**src/amt_pkg.sv**
```systemverilog
`default_nettype none
package amt_pkg;

  localparam int DEF_MAX_RADIUS = 15;
  localparam int DEF_MAX_WIDTH  = 1024;
  localparam int DEF_MAX_HEIGHT = 1024;

  localparam int CFG_DATA_W = 11;
  localparam logic [7:0] LEVEL_HIGH = 8'd255;
  localparam logic [7:0] LEVEL_LOW  = 8'd0;

  typedef enum logic [1:0] {
    REG_RADIUS       = 2'd0,
    REG_OFFSET       = 2'd1,
    REG_FRAME_WIDTH  = 2'd2,
    REG_FRAME_HEIGHT = 2'd3
  } reg_idx_e;

  typedef enum logic {
    CMD_PIXEL = 1'b0,
    CMD_DRAIN = 1'b1
  } in_cmd_e;

  typedef struct packed {
    logic       command;
    logic [7:0] pixel;
  } in_item_t;

  typedef struct packed {
    logic [7:0] level;
    logic       last_of_frame;
  } out_item_t;

  typedef enum logic [2:0] {
    ST_CLEAR,
    ST_IDLE,
    ST_START,
    ST_SCAN,
    ST_FLUSH,
    ST_OUT
  } state_e;

  typedef struct packed {
    logic clear;
    logic store;
    logic start;
    logic scan;
    logic emit;
  } dp_cmd_t;

  typedef struct packed {
    logic clear_last;
    logic emit_after_store;
    logic pending_nz;
    logic scan_last;
    logic out_free;
  } dp_status_t;

endpackage
`default_nettype wire

```
**src/amt_ctrl.sv**
```systemverilog
`default_nettype none
module amt_ctrl (
  input  wire                 clk_i,
  input  wire                 rst_ni,
  input  wire                 in_valid_i,
  input  wire                 in_command_i,
  output logic                in_ready_o,
  input  amt_pkg::dp_status_t status_i,
  output amt_pkg::dp_cmd_t    cmd_o
);
  import amt_pkg::*;

  state_e state_q, state_d;

  always_ff @(posedge clk_i or negedge rst_ni) begin
    if (!rst_ni) begin
      state_q <= ST_CLEAR;
    end else begin
      state_q <= state_d;
    end
  end

  always_comb begin
    state_d    = state_q;
    cmd_o      = '0;
    in_ready_o = 1'b0;
    unique case (state_q)
      ST_CLEAR: begin
        cmd_o.clear = 1'b1;
        if (status_i.clear_last) state_d = ST_IDLE;
      end
      ST_IDLE: begin
        in_ready_o = 1'b1;
        if (in_valid_i) begin
          if (in_command_i == CMD_PIXEL) begin
            cmd_o.store = 1'b1;
            if (status_i.emit_after_store) state_d = ST_START;
          end else if (status_i.pending_nz) begin
            state_d = ST_START;
          end
        end
      end
      ST_START: begin
        cmd_o.start = 1'b1;
        state_d     = ST_SCAN;
      end
      ST_SCAN: begin
        cmd_o.scan = 1'b1;
        if (status_i.scan_last) state_d = ST_FLUSH;
      end
      ST_FLUSH: state_d = ST_OUT;
      ST_OUT: begin
        if (status_i.out_free) begin
          cmd_o.emit = 1'b1;
          state_d    = ST_IDLE;
        end
      end
      default: state_d = ST_CLEAR;
    endcase
  end
endmodule
`default_nettype wire

```
**config.mk**
```make
export PLATFORM = sky130hd
export DESIGN_NAME = amt_ctrl
export DESIGN_NICKNAME = d
export VERILOG_FILES = /design/src/amt_pkg.sv /design/src/amt_ctrl.sv
export SDC_FILE = /design/constraint.sdc
export NUM_CORES = 1
export LEC_CHECK = 0
export BUFFER_PORTS_ARGS = -buffer_cell sky130_fd_sc_hd__buf_2
export CORE_AREA = 10 10 47 49
export CTS_CLUSTER_DIAMETER = 200
export DETAILED_ROUTE_END_ITERATION = 10
export DIE_AREA = 0 0 57 59
export GPL_ROUTABILITY_DRIVEN = 0
export PLACE_DENSITY = 0.37
export SLEW_MARGIN = 20
export SYNTH_ARGS = -nofsm -noshare
export SYNTH_HDL_FRONTEND = slang
export SYNTH_SLANG_ARGS = --single-unit
```
**constraint.sdc**
```tcl
create_clock -name clk_i -period 1.7 [get_ports clk_i]
set_input_delay 0.17 -clock clk_i [delete_from_list [all_inputs] [get_ports clk_i]]
set_output_delay 0.17 -clock clk_i [all_outputs]
set_load 0.02 [all_outputs]
```
-- Word-level counts from Yosys, hierarchy flattened
Cells that the tools add are included.
- eq/ne operators: 11
- multiplexer cells: 17
- reductions and logical operators: 2
- operators by type and width (cell ; number):
    3-bit two-way mux ; 7
    3-bit case mux with 6 select lines ; 1
    1-bit two-way mux ; 9
    2-bit != test (second input constant) ; 4
    3-bit by 2-bit == test with 1-bit output (second input constant) ; 2
    3-bit == test (second input constant) ; 2
    3-bit != test (second input constant) ; 2
    6-bit AND reduction ; 1
    3-bit by 1-bit == test with 1-bit output (second input constant) ; 1
    3-bit zero test ; 1
- bits in registers: 3
- input bits: 9

-- Longest topological paths before layout
Gate-level depths: netlist (run 1).
- depth in word-level cells: 4
- gate-level depth with buffers: 4
- depth with buffers taken out: 3

-- Worst setup path before layout (run 1)
No wires, ideal clock.
- path type: flip-flop to flip-flop
- from: reg state_q[2]
- to: reg state_q[0]
- setup time: 0.150 ns
- arrival: 1.184 ns
- required time: 1.550 ns
- setup slack: 0.366 ns
- cell stages (with the launch flop): 4
- path buffers: 1
- cells stage by stage: dfrtp_1 buf_2 nor3_1 a21oi_1
- longest elaborated chain between the ends: 3
- RTL lines (element ; line ; RTL):
    start, declared ; amt_ctrl.sv:13 ; state_e state_q, state_d;
    start signal, assigned ; amt_ctrl.sv:19 ; state_q <= state_d;
    3-bit by 1-bit == test with 1-bit output, or another cell as far along ; amt_ctrl.sv:27 ; unique case (state_q)
    3-bit != test (no line) or 2-bit != test (tied branches) ; - ;
    6-bit AND reduction (no line) ; - ;
Parallel ways exist; a longest one is shown, timed or not.
A chain may end at the register's enable or synchronous reset.

==> results.md, run 1 <==
* Status: finished, final reports clean
* Post-synthesis cell area at roughly 210 sq um
* Hold path endpoint: state_q[0]$_DFFE_PN0P_
* GR Util All Layers at under 10%
* Initial drt markers at 3
* Number of nets still failing antenna checks after routing at 0
* GRT overflow at 0
* Register area at around 75 sq um
* Synth cell types at 16
* Antenna violations before repair at 0
* Critical Path, Cell by Cell: nand4bb_1 > nor2_1 > buf_2
* Routed length on met3 at around 42 microns
* Final wirelength at around 640 microns
* Cell Area, Placed at around 290 sq um
* Setup Buffers After CTS at 0
* CP Launch Type: flip-flop
* Util after Layout at a little under a quarter
* DR vias at around 230
* Register area share after synthesis at a little over a third
* Full die area at 3360 sq um
* Cell area after layout at 327 sq um
* Cell Pwr Density at about 1700 nW/um^2
* Peak Freq at about 0.74 GHz
* Max reg flops at 3
* Area of the multi-input gates at 118 sq um
* Final HPWL DP at 531 microns
* Vias in the first global route at ~240
* IO Count at 15
* Largest Register: state_q
* Clk root buf: clkbuf_4
* Worst EP arrival at about 1.2 ns
* CTS tree: built
* Worst-path clk slew at ~0.03 ns
* Kind of critical path: flip-flop to output pin
* Pleak at approximately 0.00017 uW
* Initial core utilization at between 10 and 15%
* Worst path max stage delay at roughly 0.45 ns
* R2r endpoint: state_q[0]$_DFFE_PN0P_
* Final hold vios at 0
* WL met2 at roughly 330 microns
* Die width at about 57 microns
* Num rows at 14
* Antenna Cells at 0
* Peak supply drop at 0.489 mV
* Mapped Cells at 22
* R2r setup slk at a little under 0.7 ns
* Worst-Skew Late Latency at between 0.2 and 0.25 ns
* Synth Warn # at 0
* Period utilization at between 70% and 80%
* Drt first pass iters at 2
* Crit. End Element: output pin
* Number of remaining DRC errors at 0
* Layout cells sized above 1 at 47.5%
* Slew Limit Headroom at 84.0%
* Setup tns final at 0 ns
* Critical-path top delay cell: dfrtp_1
* Met1 Routed Length at between 200 and 300 microns
* Largest net degree at the start of global routing at 10
* Fill cells at roughly 170
* Routed wire length per instance at between 10 and 15 microns
* Syn avg cell area at a little over 9 sq um
* RSZ-0062 raised after global routing: false
* Tightest Hold Check Type: primary input to flip-flop
* Nets at 50
* Cts bufs inserted at 3
* Die height at between 50 and 60 microns
* Pins Over Slew Limit at 0
* Port Buffer Count at 14
* Top Registers: state_q: 3 flops
* Area Growth Syn to Fin at 59.1%
* Fin crit period at 1.36 ns
* Routed vias/inst at roughly 4.0
* First-pass GRT wire length at 1.01 mm
* Post-synthesis net count at 31
* Final setup fails at 0
* Worst slew pin tran at 0.236 ns
* CTS H-tree lvls at 1
* Synthesized flop and latch total at 3
* Hold Path Cell Cnt at 3
* Hold Path Origin: status_i[4]
* Max Fanout on Critical Path at 9
* Critical path required time at roughly 1.5 ns
* Core area at about 1400 sq um
* Skew final at 0.0000939 ns
* R2r worst-path depth at 3
* Max cap viols at 0
* Highest routed layer: met3
* FF-to-FF Start: state_q[2]$_DFFE_PN0P_
* CTS Buffer Depth at 2
* CTS sink count at 3
[stage by stage]
stage	hold WS, ns	setup WS [ns]	power, uW	std cells
after floorplan	-0.126	0.366	357	22
after global placement	-0.0323	0.592	446	51
after detailed placement	-0.0328	0.580	445	51
after CTS	0.173	0.325	577	56
after global routing	0.182	0.269	613	56
final	0.175	0.343	562	56
[Yosys cell counts]
master	instances	share of area [%]
inv_2	1	1.8
nor3b_2	1	6.1
o22ai_1	1	3.1
nor3_1	2	4.9
nand4bb_1	1	5.5
dfrtp_1	3	37
inv_1	1	1.8
mux2i_1	1	4.9
a32o_1	1	4.9
buf_2	1	2.4
nor2_1	1	1.8
o21ba_1	1	4.9
nor4bb_1	1	4.9
nor3b_1	2	7.3
nand2_1	1	1.8
a21oi_1	3	7.3
[how the worst max path moves through the flow]
stage	depth (start not counted)	startpoint	slack, ns	to
final	3	state_q[2]$_DFFE_PN0P_	0.34	cmd_o[3]
after global placement	2	state_q[2]$_DFFE_PN0P_	0.59	cmd_o[4]
after floorplan	3	state_q[2]$_DFFE_PN0P_	0.37	state_q[0]$_DFFE_PN0P_
after global routing	3	state_q[2]$_DFFE_PN0P_	0.27	cmd_o[3]
after CTS	3	state_q[2]$_DFFE_PN0P_	0.32	cmd_o[3]
after detailed placement	3	state_q[2]$_DFFE_PN0P_	0.58	cmd_o[3]
[cells by family after synthesis]
kind of cell           share of synthesized area, %
and+or+nand+nor                                32.3
DFF                                            36.6
muxes                                          4.88
AOI/OAI and AO/OA                              20.1
buffers and inverters                          6.09
[what timing repair did]
item,4_1_cts,5_1_grt
hold endpoints to repair,3,0
hold buffers,1,0
gates resized for setup,0,0
[report_power, final]
part,total (uW),internal [uW],leakage (uW),switching [uW]
sequential,165,103,0.0000369,61.7
combinational,276,123,0.000114,153
clock,122,87.8,0.0000150,33.8
[critical path: cells and delay by family, from the launching register on]
kind	cells	cell delay, ns
buf+inv	1	0.16
flops	1	0.45
simple gates	2	0.34
[layout make-up]
cell class / count / share of cell area [%]
Timing Repair Buffer: 15 / 24.5
Inverter: 2 / 2.30
Tap cell: 16 / 6.13
Multi-Input combinational cell: 16 / 36.0
Clock buffer: 4 / 8.05
Sequential cell: 3 / 23.0
[routing by layer]
layer	vias up	global-route usage, %
li1	119	-
met5	-	0
met2	7	6.67
met1	99	3.23
met4	0	5.03
met3	0	1.93
[layout by cell type (no fill, tap or decap)]
master	netlist	final
nand2_1	1	1
a21oi_1	3	3
nand4bb_1	1	1
a32o_1	1	1
clkbuf_4	0	3
nor3_1	2	2
o21ba_1	1	1
o22ai_1	1	1
clkbuf_1	0	1
inv_2	1	1
inv_1	1	1
dfrtp_1	3	3
buf_2	1	14
nor3b_1	2	2
nor3b_2	1	1
dlygate4sd3_1	0	1
mux2i_1	1	1
nor4bb_1	1	1
nor2_1	1	1
Power figures use the tool's default switching activity.
==> inputs of run 2 (changes only) <==
--- a/config.mk
+++ b/config.mk
@@ -5,13 +5,14 @@
 export SDC_FILE = /design/constraint.sdc
 export NUM_CORES = 1
 export LEC_CHECK = 0
+export ABC_AREA = 1
 export BUFFER_PORTS_ARGS = -buffer_cell sky130_fd_sc_hd__buf_2
 export CORE_AREA = 10 10 47 49
 export CTS_CLUSTER_DIAMETER = 200
 export DETAILED_ROUTE_END_ITERATION = 10
 export DIE_AREA = 0 0 57 59
 export GPL_ROUTABILITY_DRIVEN = 0
-export PLACE_DENSITY = 0.37
+export PLACE_DENSITY = 0.43
 export SLEW_MARGIN = 20
 export SYNTH_ARGS = -nofsm -noshare
 export SYNTH_HDL_FRONTEND = slang
==> constraint.sdc (replaced) <==
create_clock -name clk_i -period 1.1 [get_ports clk_i]
set_input_delay 0.11 -clock clk_i [delete_from_list [all_inputs] [get_ports clk_i]]
set_output_delay 0.11 -clock clk_i [all_outputs]
set_load 0.02 [all_outputs]
==> results.md, run 2 <==
* Crit-path most repeated cell: nand2_2
* Antenna Cells at 0
* Syn avg cell area at between 6 and 7 sq um
* Buf/Inv on CP at 2
* Largest Register: state_q
* Post-synth top area share at between 20% and 30%
* Fin crit period at 1.27 ns
* Full die area at around 3400 sq um
* Initial drt markers at 2
* Post-synthesis cell area at between 200 and 300 sq um
* CP top delay family: flip-flops
* Pins Over Slew Limit at 0
* Hold Path Origin: status_i[1]
* Hold path endpoint: state_q[1]$_DFFE_PN0P_
* Die width at about 57 microns
* Pre-CTS setup slack at -0.0695 ns
* Tightest Hold Check Type: primary input to flip-flop
* Antenna violations before repair at 0
* GR Util All Layers at under 10%
* Routed wire length per instance at approximately 11 microns
* Number of nets still failing antenna checks after routing at 0
* Kind of critical path: flip-flop to output pin
* R2r endpoint: state_q[0]$_DFFE_PN0P_
* Cell Pwr Density at roughly 2900 nW/um^2
* EDFF count, synth at 0
* Most instantiated cells after synthesis: nand2_1, inv_1, nor2_1
* Critical Path, Cell by Cell: inv_2 > nand2_2 > nor2_4 > nand2_2 > nor2_2 > buf_6
* Period utilization at 115%
* Setup ws final at -0.166 ns
* Clk root buf: clkbuf_4
* Worst-Skew Late Latency at about 0.23 ns
* Register area share after synthesis at 28.0%
* IO Count at 15
* Peak supply drop at 1.02 mV
* Initial core utilization at a little under a fifth
* Final setup fails at 9
* Nets at just over 80
* Max reg flops at 3
* Internal power at about 830 uW
* CTS tree: built
* R2r setup slk at -0.12 ns
* Number of remaining DRC errors at 0
* Slew Limit Headroom at between 80 and 90%
* Most frequent cells in the layout: nand2_1, buf_2, buf_4, inv_1, buf_6
* Pwr Total at 1540 uW
* R2r worst-path depth at 8
* Port Buffer Count at 14
* Routed vias/inst at around 4.0
* Cell taking the most area after synthesis: dfrtp_1
* Core area at ~1400 sq um
* Num rows at 14
* Status: finished with violations
* Post-synth top flop: dfrtp_1
* Worst slew pin tran at 0.192 ns
* Critical-path top delay cell: dfrtp_1
* Util after Layout at between 30% and 40%
* Largest net degree at the start of global routing at 7
* NetSw at 707 uW
* Max Fanout on Critical Path at 3
* Synthesized flop and latch total at 3
* Worst-path clk slew at approximately 0.04 ns
* Final HPWL DP at between 600 and 700 microns
* Drt first pass iters at 4
* Top Registers: state_q: 3 flops
* Mapped Cells at 43
* Worst EP arrival at ~1.2 ns
* Sw Share at 46.0%
* Cts bufs inserted at 3
* Pleak at ~0.00030 uW
* DR vias at approximately 350
* Synth top area cells: dfrtp_1, nand2_1, inv_1
* GRT overflow at 0
* CP Launch Type: flip-flop
* Worst path max stage delay at about 0.4 ns
* Synth Warn # at 0
* Clock power frac at between 10% and 20%
* First-pass GRT wire length at ~1.4 mm
* Cell area after layout at about 530 sq um
* Synth cell types at 13
* Critical path required time at between 0.9 and 1 ns
* Layout cells sized above 1 at about 59%
* Hold WS at 0.186 ns
* Count leader, synth: nand2_1
* CTS Buffer Depth at 2
* Logic pwr share at just over 70%
* Skew final at about 0.0024 ns
* CTS sink count at 3
* Area Growth Syn to Fin at 99.1%
* Final wirelength at about 900 microns
* Failing checks: negative setup slack
* Final hold vios at 0
* Cell Area, Placed at about 380 sq um
* Hold Path Cell Cnt at 3
* Post-synthesis net count at between 50 and 60
* Peak Freq at ~0.79 GHz
* Cell count along the critical path at 6
* Power share of the sequential group at between 10% and 20%
* CTS H-tree lvls at 1
* Max cap viols at 0
* Asr flop ratio synth at 100%
* Vias in the first global route at around 330
* FF-to-FF Start: state_q[0]$_DFFE_PN0P_
* Die height at 59 microns
* Crit. End Element: output pin
* RSZ-0062 raised after global routing: true
[run 2: cell types whose count changed after synthesis, moves of 3 or more]
cell | previous run | this run
a21oi_1 | 3 | 0
inv_1 | 1 | 10
nor2_1 | 1 | 6
nand2_1 | 1 | 11
nand3_1 | 0 | 3
[run 2: cell families (layout without fill, tap and decap cells)]
logic type             after synthesis  after routing  share of synthesized area (%)
AOI/OAI and AO/OA                    2              2                           3.73
buffers and inverters               10             38                           14.0
DFF                                  3              3                           28.0
and+or+nand+nor                     28             28                           54.2
[run 2: repair_timing]
item	in CTS	in global routing
hold endpoints to repair	3	0
resized for setup	12	9
gates cloned	0	0
setup endpoints to repair	9	9
pin swaps	2	4
hold buffers	1	0
buffers inserted	3	4
[run 2: layer usage]
layer | share of wire [%] | GRT usage (%) | wire length, microns | vias up
met4 | 0 | 4.03 | 0 | 0
met2 | 59 | 9.15 | 539 | 7
met1 | 36 | 5.11 | 330 | 159
met3 | 4.9 | 1.07 | 45 | 0
met5 | 0 | 0 | 0 | -
li1 | - | - | - | 186
[run 2: cell type report]
class	instances	area [sq um]
multi-input combinational	30	190
sequential	3	77.6
fill	172	868
clock buffer	4	26.3
tap	16	20.0
timing repair buffer	24	179
inverter	10	40.0
[run 2: worst reg2reg max path: stages, from the launching register on]
cell and delay (ns):
dfrtp_2 0.44, nand2_2 0.10, nor2_4 0.04, buf_4 0.14, buf_4 0.14, nand2_4 0.08, nand3_2 0.07, nand2_1 0.06
nand2_1 0.05
[run 2: how the worst max path moves through the flow]
stage / from / end / slack [ns]
3_3_place_gp: state_q[1]$_DFFE_PN0P_ / state_q[0]$_DFFE_PN0P_ / -0.07
3_5_place_dp: state_q[1]$_DFFE_PN0P_ / state_q[2]$_DFFE_PN0P_ / -0.07
4_1_cts: state_q[0]$_DFFE_PN0P_ / cmd_o[2] / -0.17
6_report: state_q[2]$_DFFE_PN0P_ / cmd_o[3] / -0.17
2_1_floorplan: state_q[2]$_DFFE_PN0P_ / cmd_o[3] / -0.03
5_1_grt: state_q[2]$_DFFE_PN0P_ / cmd_o[3] / -0.26
[run 2: metrics by stage]
stage / instances / setup TNS [ns]
2_1_floorplan: 43 / -0.0341
3_3_place_gp: 75 / -0.196
3_5_place_dp: 75 / -0.216
4_1_cts: 83 / -1.13
5_1_grt: 87 / -1.81
6_report: 87 / -1.08
[run 2: power by group through the flow]
stage	Clock [uW]	Combinational [uW]	Sequential, uW
floorplan	0	545	217
global placement	0	737	235
detailed placement	0	743	235
CTS	205	929	243
global route	209	1200	263
finish	191	1090	255
==> inputs of run 3 (changes only) <==
--- a/config.mk
+++ b/config.mk
@@ -12,7 +12,6 @@
 export DETAILED_ROUTE_END_ITERATION = 10
 export DIE_AREA = 0 0 57 59
 export GPL_ROUTABILITY_DRIVEN = 0
-export PLACE_DENSITY = 0.43
 export SLEW_MARGIN = 20
 export SYNTH_ARGS = -nofsm -noshare
 export SYNTH_HDL_FRONTEND = slang
==> results.md, run 3 (synthesis results as in run 2) <==
* Status: finished with violations
* Failing checks: negative setup slack
* Initial drt markers at 0
* IO Count at 15
* Largest net degree at the start of global routing at 7
* Critical path required time at ~0.99 ns
* Pins Over Slew Limit at 0
* Fill cells at 166
* Pwr Total at between 1000 and 1500 uW
* Fin crit period at between 1 and 1.5 ns
* Worst-path clk slew at about 0.030 ns
* First-pass GRT wire length at approximately 1.2 mm
* Max cap viols at 0
* Num rows at 14
* Most frequent cells in the layout: nand2_1, buf_2, inv_1, buf_4
* Highest routed layer: met3
* Core area at about 1400 sq um
* Worst EP arrival at 1.16 ns
* Die width at between 50 and 60 microns
* GRT overflow at 0
* GR Util All Layers at between 4 and 5%
* Worst slew pin tran at 0.190 ns
* Nets at 77
* Largest Register: state_q
* Number of remaining DRC errors at 0
* Antenna Cells at 0
* DR vias at 320
* Skew final at approximately 0.00014 ns
* Port Buffer Count at 14
* Final wirelength at between 700 and 800 microns
* Routed vias/inst at between 3 and 4
* CTS tree: built
* Cell Pwr Density at 2970 nW/um^2
* Peak supply drop at 1.07 mV
* Register area at about 76 sq um
* Layout cells sized above 1 at 55.2%
* Routed length on met3 at about 55 microns
* Worst path max stage delay at a little over 0.4 ns
* Area of the multi-input gates at ~170 sq um
* CP Launch Type: flip-flop
* Max Fanout on Critical Path at 4
* Crit. End Element: output pin
* Tightest Hold Check Type: primary input to flip-flop
* CTS Buffer Depth at 2
* Drt first pass iters at 1
* Initial core utilization at roughly a fifth
* Setup ws final at -0.168 ns
* Top Registers: state_q: 3 flops
* RSZ-0062 raised after global routing: true
* Antenna violations before repair at 0
* Number of nets still failing antenna checks after routing at 0
* Cts bufs inserted at 3
* Worst-Skew Late Latency at around 0.23 ns
* Met1 Routed Length at roughly 310 microns
* CTS H-tree lvls at 1
* Die height at roughly 60 microns
* Clk root buf: clkbuf_4
* Period utilization at 115%
* Kind of critical path: flip-flop to output pin
* Critical Path, Cell by Cell: inv_2 > nand2_2 > nor2_4 > nand2_2 > nor2_2 > buf_6
* Leading cell type in the layout, fill and taps excluded: nand2_1
* WL met2 at 369 microns
* Final hold vios at 0
* Max reg flops at 3
* Routed wire length per instance at roughly 8.9 microns
* Cell Area, Placed at between 300 and 400 sq um
* Final HPWL DP at around 660 microns
* Full die area at ~3400 sq um
* Crit-path most repeated cell: nand2_2
* Critical-path top delay cell: dfrtp_1
* Peak Freq at approximately 0.79 GHz
* Area Growth Syn to Fin at 79.4%
* Pleak at 0.000275 uW
* Vias in the first global route at ~320
* Cell area after layout at 480 sq um
* CTS sink count at 3
* Final setup fails at 9
* Slew Limit Headroom at 87.3%
## run 3: worst max-delay path: cells and delay by family (launching register included)
kind	cells	cell delay, ns
flops	1	0.41
simple gates	4	0.33
buf+inv	2	0.20
## run 3: per-layer routing
metal	vias up	global-route usage (%)
met2	7	6.98
met1	137	4.29
met3	0	2.58
li1	176	-
met5	-	0
met4	0	4.03
## run 3: through the flow
stage	cells	TNS (ns)	setup slack, ns	util, %	hold WS, ns
floorplan	43	-0.0341	-0.0341	-	-0.186
global placement	76	-0.0730	-0.0274	27.9	-0.0916
detailed placement	76	-0.142	-0.0427	27.9	-0.0924
CTS	83	-1.05	-0.185	33.8	0.153
global route	83	-1.61	-0.244	34.3	0.165
finish	83	-0.791	-0.168	34.3	0.160
## run 3: final cells by class
type	instances	share of cell area, %
multi-input cells	30	35.9
repair buffers	20	30.7
flip-flops and latches	3	15.9
inverters	10	7.81
clock buffers	4	5.47
well taps	16	4.17
## run 3: where the power goes
group / internal (uW) / switching (uW) / total (uW)
sequential: 170 / 72.4 / 242
combinational: 482 / 513 / 995
clock: 136 / 52.9 / 189
total: 787 / 639 / 1430
## run 3: worst paths after layout
check,endpoint,cells past startpoint,startpoint,slack [ns]
setup / recovery,cmd_o[3],6,state_q[2]$_DFFE_PN0P_,-0.17
hold / removal,state_q[2]$_DFFE_PN0P_,4,status_i[0],0.16
setup reg to reg,state_q[0]$_DFFE_PN0P_,6,state_q[0]$_DFFE_PN0P_,-0.02
hold reg to reg,state_q[0]$_DFFE_PN0P_,2,state_q[0]$_DFFE_PN0P_,0.55
max in group asynchronous,state_q[0]$_DFFE_PN0P_,2,rst_ni,0.78
min in group asynchronous,state_q[0]$_DFFE_PN0P_,2,rst_ni,0.20
## run 3: repair_timing
action	in CTS	in global routing
hold endpoints to repair	3	0
pin swaps	3	2
hold buffers	1	0
setup buffers	2	0
endpoints found under the setup margin	9	9
gates resized for setup	13	4
